==> src/rtl/core/apmm_pkg.sv <==
// ----------------------------------------------------------------------------
// apmm_pkg - shared types and constants for the peak min/max decimator
// Default widths, register indexes and the control bundles passed between
// the lanes, the merge stage and the top level.
// ----------------------------------------------------------------------------
package apmm_pkg;

  localparam int SAMPLE_BITS_DEF = 16;
  localparam int PEAK_SHIFT_DEF  = 8;
  localparam int PEAK_W          = 8;
  localparam int FRAME_W         = 16;
  localparam int CFG_W           = 16;
  localparam int CFG_IDX_W       = 1;

  localparam logic [FRAME_W-1:0] SPF_RESET = FRAME_W'(256);

  typedef enum logic [CFG_IDX_W-1:0] {
    REG_STEREO_MODE       = 1'b0,
    REG_SAMPLES_PER_FRAME = 1'b1
  } cfg_reg_t;

  // per-lane tracker control
  typedef struct packed {
    logic upd;      // fold the sample into min/max
    logic restart;  // frame done: go back to restart values
  } lane_ctl_t;

  // merge stage control
  typedef struct packed {
    logic load;     // last word of a frame accepted
    logic stereo;   // right lane carries data
  } merge_ctl_t;

endpackage

==> src/rtl/core/apmm_lane.sv <==
// ----------------------------------------------------------------------------
// apmm_lane - one channel's running min/max tracker
// Folds accepted samples into the running extremes and presents the
// extremes including the current sample as shifted peak bytes.
// ----------------------------------------------------------------------------
module apmm_lane #(
  parameter int SAMPLE_BITS = apmm_pkg::SAMPLE_BITS_DEF,
  parameter int PEAK_SHIFT  = apmm_pkg::PEAK_SHIFT_DEF
) (
  input  logic                              clk,
  input  logic                              rst,
  input  apmm_pkg::lane_ctl_t               ctl,
  input  logic signed [SAMPLE_BITS-1:0]     sample,
  output logic signed [apmm_pkg::PEAK_W-1:0] peak_max,
  output logic signed [apmm_pkg::PEAK_W-1:0] peak_min
);

  localparam int EXT_W = (SAMPLE_BITS > apmm_pkg::PEAK_W) ? SAMPLE_BITS : apmm_pkg::PEAK_W;
  localparam logic signed [SAMPLE_BITS-1:0] TOP = {1'b0, {(SAMPLE_BITS-1){1'b1}}};
  localparam logic signed [SAMPLE_BITS-1:0] BOT = -TOP;

  logic signed [SAMPLE_BITS-1:0] run_max, run_min;
  logic signed [SAMPLE_BITS-1:0] run_max_next, run_min_next;
  logic signed [SAMPLE_BITS-1:0] max_sh, min_sh;
  logic signed [EXT_W-1:0]       max_ext, min_ext;

  always_comb begin
    run_max_next = run_max;
    run_min_next = run_min;
    if (ctl.upd) begin
      if (sample > run_max) run_max_next = sample;
      if (sample < run_min) run_min_next = sample;
    end
  end

  // floor shift, then sign-extend in case the shifted value is narrower than a byte
  assign max_sh   = run_max_next >>> PEAK_SHIFT;
  assign min_sh   = run_min_next >>> PEAK_SHIFT;
  assign max_ext  = EXT_W'(max_sh);
  assign min_ext  = EXT_W'(min_sh);
  assign peak_max = max_ext[apmm_pkg::PEAK_W-1:0];
  assign peak_min = min_ext[apmm_pkg::PEAK_W-1:0];

  always_ff @(posedge clk) begin
    if (rst || ctl.restart) begin
      run_max <= BOT;
      run_min <= TOP;
    end else begin
      run_max <= run_max_next;
      run_min <= run_min_next;
    end
  end

endmodule

==> src/rtl/core/apmm_merge.sv <==
// ----------------------------------------------------------------------------
// apmm_merge - combines the lane peaks into one result word
// Holds the result in an output register until the receiver takes it;
// right fields are forced to zero in mono.
// ----------------------------------------------------------------------------
module apmm_merge (
  input  logic                               clk,
  input  logic                               rst,
  input  apmm_pkg::merge_ctl_t               ctl,
  input  logic signed [apmm_pkg::PEAK_W-1:0] left_max,
  input  logic signed [apmm_pkg::PEAK_W-1:0] left_min,
  input  logic signed [apmm_pkg::PEAK_W-1:0] right_max,
  input  logic signed [apmm_pkg::PEAK_W-1:0] right_min,
  input  logic                               out_ready,
  output logic                               out_valid,
  output logic signed [apmm_pkg::PEAK_W-1:0] peak_max_left,
  output logic signed [apmm_pkg::PEAK_W-1:0] peak_min_left,
  output logic signed [apmm_pkg::PEAK_W-1:0] peak_max_right,
  output logic signed [apmm_pkg::PEAK_W-1:0] peak_min_right
);

  always_ff @(posedge clk) begin
    if (rst) begin
      out_valid <= 1'b0;
    end else if (ctl.load) begin
      out_valid <= 1'b1;
    end else if (out_ready) begin
      out_valid <= 1'b0;
    end
  end

  always_ff @(posedge clk) begin
    if (ctl.load) begin
      peak_max_left  <= left_max;
      peak_min_left  <= left_min;
      peak_max_right <= ctl.stereo ? right_max : '0;
      peak_min_right <= ctl.stereo ? right_min : '0;
    end
  end

endmodule

==> src/rtl/core/audio_peak_min_max_decimator.sv <==
// ----------------------------------------------------------------------------
// audio_peak_min_max_decimator - waveform-overview min/max peak generator
//
// Input channel (in_valid/in_ready): one word per sample, sample_left only
// in mono, left/right pair in stereo. Output channel (out_valid/out_ready):
// one word per completed frame of samples_per_frame input words, carrying
// each channel's max and min shifted right by PEAK_SHIFT as signed bytes.
// Throughput is one input word per clock; the active channel lanes compare and
// update in the cycle the word is accepted. Latency: the result word is
// valid the cycle after the frame's last input word is accepted.
// When the receiver stalls, input words that do not close a frame are still
// taken; only the closing word waits until the output register is free.
// Config writes (cfg_write_en/cfg_index/cfg_data) take effect at once and
// do not restart the current frame; a frame length of 0 acts as 1.
// Reset: stereo_mode=0, samples_per_frame=256, trackers at their restart
// values, frame count zero, output empty.
// ----------------------------------------------------------------------------
module audio_peak_min_max_decimator #(
  parameter int SAMPLE_BITS = apmm_pkg::SAMPLE_BITS_DEF,
  parameter int PEAK_SHIFT  = apmm_pkg::PEAK_SHIFT_DEF
) (
  input  logic                                  clk,
  input  logic                                  rst,
  input  logic                                  cfg_write_en,
  input  logic [apmm_pkg::CFG_IDX_W-1:0]        cfg_index,
  input  logic [apmm_pkg::CFG_W-1:0]            cfg_data,
  input  logic                                  in_valid,
  output logic                                  in_ready,
  input  logic signed [SAMPLE_BITS-1:0]         sample_left,
  input  logic signed [SAMPLE_BITS-1:0]         sample_right,
  output logic                                  out_valid,
  input  logic                                  out_ready,
  output logic signed [apmm_pkg::PEAK_W-1:0]    peak_max_left,
  output logic signed [apmm_pkg::PEAK_W-1:0]    peak_min_left,
  output logic signed [apmm_pkg::PEAK_W-1:0]    peak_max_right,
  output logic signed [apmm_pkg::PEAK_W-1:0]    peak_min_right
);

  logic                                stereo_mode;
  logic [apmm_pkg::FRAME_W-1:0]        samples_per_frame;
  logic [apmm_pkg::FRAME_W-1:0]        items_in_frame;
  logic [apmm_pkg::FRAME_W:0]          count_inc;
  logic [apmm_pkg::FRAME_W-1:0]        target;
  logic                                frame_last;
  logic                                accept;
  apmm_pkg::lane_ctl_t                 ctl_left, ctl_right;
  apmm_pkg::merge_ctl_t                ctl_merge;
  logic signed [apmm_pkg::PEAK_W-1:0]  l_max, l_min, r_max, r_min;

  // configuration registers
  always_ff @(posedge clk) begin
    if (rst) begin
      stereo_mode       <= 1'b0;
      samples_per_frame <= apmm_pkg::SPF_RESET;
    end else if (cfg_write_en) begin
      case (apmm_pkg::cfg_reg_t'(cfg_index))
        apmm_pkg::REG_STEREO_MODE:       stereo_mode       <= cfg_data[0];
        apmm_pkg::REG_SAMPLES_PER_FRAME: samples_per_frame <= cfg_data[apmm_pkg::FRAME_W-1:0];
        default: ;
      endcase
    end
  end

  assign target     = (samples_per_frame == '0) ? apmm_pkg::FRAME_W'(1) : samples_per_frame;
  assign count_inc  = {1'b0, items_in_frame} + (apmm_pkg::FRAME_W+1)'(1);
  // >= covers a frame length lowered mid-frame
  assign frame_last = count_inc >= {1'b0, target};
  assign in_ready   = !frame_last || !out_valid || out_ready;
  assign accept     = in_valid && in_ready;

  always_ff @(posedge clk) begin
    if (rst) begin
      items_in_frame <= '0;
    end else if (accept) begin
      items_in_frame <= frame_last ? '0 : count_inc[apmm_pkg::FRAME_W-1:0];
    end
  end

  assign ctl_left.upd      = accept;
  assign ctl_left.restart  = accept && frame_last;
  assign ctl_right.upd     = accept && stereo_mode;
  assign ctl_right.restart = accept && frame_last;
  assign ctl_merge.load    = accept && frame_last;
  assign ctl_merge.stereo  = stereo_mode;

  apmm_lane #(.SAMPLE_BITS(SAMPLE_BITS), .PEAK_SHIFT(PEAK_SHIFT)) u_lane_left (
    .clk      (clk),
    .rst      (rst),
    .ctl      (ctl_left),
    .sample   (sample_left),
    .peak_max (l_max),
    .peak_min (l_min)
  );

  apmm_lane #(.SAMPLE_BITS(SAMPLE_BITS), .PEAK_SHIFT(PEAK_SHIFT)) u_lane_right (
    .clk      (clk),
    .rst      (rst),
    .ctl      (ctl_right),
    .sample   (sample_right),
    .peak_max (r_max),
    .peak_min (r_min)
  );

  apmm_merge u_merge (
    .clk            (clk),
    .rst            (rst),
    .ctl            (ctl_merge),
    .left_max       (l_max),
    .left_min       (l_min),
    .right_max      (r_max),
    .right_min      (r_min),
    .out_ready      (out_ready),
    .out_valid      (out_valid),
    .peak_max_left  (peak_max_left),
    .peak_min_left  (peak_min_left),
    .peak_max_right (peak_max_right),
    .peak_min_right (peak_min_right)
  );

  // a frame-closing word never overwrites a result still waiting
  a_no_overwrite: assert property (@(posedge clk) disable iff (rst)
    accept && frame_last |-> !out_valid || out_ready)
    else $error("result overwritten while stalled");

  // a frame-closing word always produces a result next cycle
  a_result_follows: assert property (@(posedge clk) disable iff (rst)
    accept && frame_last |=> out_valid)
    else $error("frame closed without a result");

  // count restarts after the frame-closing word
  a_count_restart: assert property (@(posedge clk) disable iff (rst)
    accept && frame_last |=> items_in_frame == '0)
    else $error("frame count not restarted");

  // reset leaves the block empty
  a_reset_empty: assert property (@(posedge clk)
    $past(rst) |-> !out_valid && items_in_frame == '0)
    else $error("state not cleared by reset");

endmodule

==> config.mk <==
export PLATFORM = sky130hd
export DESIGN_NAME = audio_peak_min_max_decimator
export DESIGN_NICKNAME = d
export VERILOG_FILES = /design/src/rtl/core/apmm_pkg.sv /design/src/rtl/core/apmm_lane.sv /design/src/rtl/core/apmm_merge.sv /design/src/rtl/core/audio_peak_min_max_decimator.sv
export SDC_FILE = /design/constraint.sdc
export NUM_CORES = 1
export LEC_CHECK = 0
export BUFFER_PORTS_ARGS = -buffer_cell sky130_fd_sc_hd__buf_2
export CELL_PAD_IN_SITES_DETAIL_PLACEMENT = 0
export CELL_PAD_IN_SITES_GLOBAL_PLACEMENT = 1
export CORE_MARGIN = 1.5
export CORE_UTILIZATION = 35
export DETAILED_ROUTE_END_ITERATION = 10
export GPL_ROUTABILITY_DRIVEN = 0
export PLACE_DENSITY_LB_ADDON = 0.12
export SLEW_MARGIN = 20
export SYNTH_ARGS = -nofsm -noshare
export SYNTH_HDL_FRONTEND = slang
export SYNTH_SLANG_ARGS = --single-unit
export TNS_END_PERCENT = 1
==> constraint.sdc <==
create_clock -name clk -period 6.1 [get_ports clk]
set_clock_uncertainty 0.15 [all_clocks]
set_input_delay 0.915 -clock clk [delete_from_list [all_inputs] [get_ports clk]]
set_output_delay 0.915 -clock clk [all_outputs]
set_load 0.02 [all_outputs]
==> impl_metrics.yaml <==
outcome:
  status: "completed"
clock_tree:
  post-cts-setup-buffers: 0
  cts_root_buffer: "clkbuf_16"
  postCtsHoldBufs: 0
  htree_num_levels: 4
  cts_tree: "done"
  cts.path.max_buffers: 2
  clock_latency_ps: 420
  cts_resized: 0
  clkTransAtPathRegs_ps: 60
  cts_buffers: 17
  cts_sinks: 130
sta:
  fin_crit_ps: 5120
  tightestPinTransition_ps: 1090
  min_period_over_period_pct: 83.9
  fmaxAchievable_ghz: 0.195
  finalMaxSlewViolations: 0
  max_slew_margin_pct: 27.4
  final.setup.tns_ps: 0
  hold_violations: 0
  worst_hold_slack_ps: 316
  finalSetupViolCount: 0
  rsz0062_at_grt: "no"
pwr:
  power.share.clock_pct: 43.9
  leakagePower_nw: 3.64
  seq_power_share_pct: 41.8
  p_int_mw: 1.64
  power_switching_mw: 0.624
  swShare_pct: 27.5
  peakVddDrop_v: 0.000194
  power.density_nw_per_um2: 267
  power.share.combinational_pct: 14.3
floorplan:
  num_io_pins: 88
  die_area_um2: 21600
  start_util_pct: 35.7
  die_y_um: 147
  coreArea_um2: 20300
  std_cell_rows: 52
  die_w_um: 147
routing:
  drc: 0
  via_per_inst: 5.27
  drtIter0Drc: 446
  drt.antenna.violating_nets: 0
  drtPass1Iterations: 4
  avgRoutedWirePerCell_um: 16.4
  wl_mm: 19.1
  num_vias: 6135
synthesis:
  synth_top_cell_by_area: "dfxtp_1"
  synth_nets: 942
  syn-cell-area_um2: 7260
  synth_edf_count: 32
  ys_top_cells_by_area: "dfxtp_1 (27%), ha_1 (14%), edfxtp_1 (13%), o21ai_0 (4.4%), nand2_1 (4.4%)"
  ys_ff_latch: 130
  synth-warning-count: 0
  syn_area_per_cell_um2: 8.97
  ys_types: 59
  synth-main-ff-cell: "dfxtp_1"
  synthArstFlopShare_pct: 0
  synth_seq_area_share_pct: 40.3
  synthCells: 809
  netlist.area_leader.share_pct: 27.0
critical_path:
  worst_ep_arrival_time_ps: 4050
  critPathLaunchType: "register"
  crit_type: "register to output pin"
  critPathRequiredTime_ps: 5030
  end_kind: "output pin"
  path_max_fanout: 17
min_path:
  min_path_type: "register to register"
final_layout:
  fin_util_pct: 41.9
  nets: 1015
  register_area_um2: 2920
  fillerInstances: 2028
  syn_to_final_growth_pct: 17.1
  multi_input_area_um2: 3860
  final_cell_mix: "dfxtp_1 (98), buf_2 (87), nand2_1 (85)"
  drive_above_1_share_pct: 16.2
  final_common_cell: "dfxtp_1"
  num_antenna_cells: 0
global_routing:
  antenna_found_initial: 0
  grt_pass1_vias: 6146
  grt_overflow: 0
  grt_usage_pct: 18.4
  grt_first_pass_wirelength_mm: 31.4
  grt_max_degree: 43
placed_design:
  io_buffers: 87
  place_hpwl_mm: 13.7
flow_run:
  max_cap_violations: 0
## critical path, cell delays in order (launching register included)
cell	delay [ps]
dfxtp_1	430
and3_1	230
and4_1	220
nand4_1	250
nor2_1	270
nand3_1	120
xnor2_1	220
ha_1	320
nand3_1	90
nor3_1	40
a211o_1	330
a31o_2	260
o21a_1	300
inv_2	300
buf_2	230
## cell families (layout without fill, tap and decap cells)
logic type | count (synthesis) | count (layout) | share of synthesized area [%]
AOI/OAI and AO/OA | 217 | 217 | 19.4
and+or+nand+nor | 235 | 235 | 16.1
DFF | 130 | 130 | 40.3
adders and majority gates | 79 | 79 | 13.6
xor gates and xnor gates | 13 | 13 | 1.57
buffers and inverters | 122 | 208 | 6.91
muxes | 13 | 13 | 2.16
## flip-flops by register name, summed over array words and instances (netlist names)
signal	count
u_lane_right.run_min	16
u_lane_right.run_max	16
items_in_frame	16
u_merge.out_valid	1
u_merge.peak_max_right	8
samples_per_frame	16
u_merge.peak_max_left	8
u_merge.peak_min_left	8
u_lane_left.run_max	16
stereo_mode	1
u_lane_left.run_min	16
u_merge.peak_min_right	8
## cell usage after synthesis, drive strengths merged (4+ instances only)
cell type  instances
a22o              10
dfxtp             98
xnor2             10
o211ai            32
buf               18
a21boi            11
mux2               9
nand2             85
nor4               5
nand3             49
clkbuf            21
a211oi             4
o21ai             67
mux2i              4
edfxtp            32
o21a               8
inv               83
a21o              10
nor2              23
a221o              4
o31ai              8
ha                79
nor3               7
a21oi             43
and3               9
nor2b              6
nand2b             5
nand4             33
## power by group through the flow
| stage | Combinational, mW | Sequential [mW] | Clock (mW) |
|---|---|---|---|
| 2_1_floorplan | 0.218 | 0.967 | 0 |
| 6_report | 0.325 | 0.948 | 0.996 |
| 3_5_place_dp | 0.325 | 0.966 | 0 |
| 3_3_place_gp | 0.314 | 0.965 | 0 |
| 4_1_cts | 0.327 | 0.948 | 1.02 |
| 5_1_grt | 0.369 | 0.952 | 1.07 |
## per-layer routing
layer	GRT usage (%)	wire length, um	vias to the layer above
li1	-	-	3078
met1	24.4	9290	2957
met2	30.2	9010	83
met3	3.98	597	17
met4	4.75	186	0
met5	0	0	-
## final timing paths
check                        from  cells past startpoint                   endpoint  slack [ps]
max             items_in_frame[2]                     14                   in_ready         980
max reg2reg     items_in_frame[2]                     14  u_merge.peak_min_right[1]        1400
min          samples_per_frame[0]                      2       samples_per_frame[0]         320
min reg2reg  samples_per_frame[0]                      2       samples_per_frame[0]         320
## metrics by stage
| step | area, um^2 | setup WS (ps) | cells | total power [mW] |
|---|---|---|---|---|
| global placement | 7900 | 1570 | 1132 | 1.28 |
| floorplan | 7260 | 1650 | 809 | 1.19 |
| CTS | 8470 | 976 | 1164 | 2.29 |
| global route | 8500 | 650 | 1165 | 2.39 |
| detailed placement | 7900 | 1430 | 1132 | 1.29 |
| finish | 8500 | 985 | 1165 | 2.27 |
## area by class of cell
| type | instances | share of cell area [%] |
|---|---|---|
| Inverter | 83 | 3.67 |
| Sequential cell | 130 | 34.4 |
| Tap cell | 270 | 3.97 |
| Multi-Input combinational cell | 557 | 45.4 |
| Clock buffer | 17 | 5.01 |
| Clock inverter | 15 | 1.69 |
| Timing Repair Buffer | 93 | 5.89 |
Note: power is estimated with default switching activity, not from simulation.
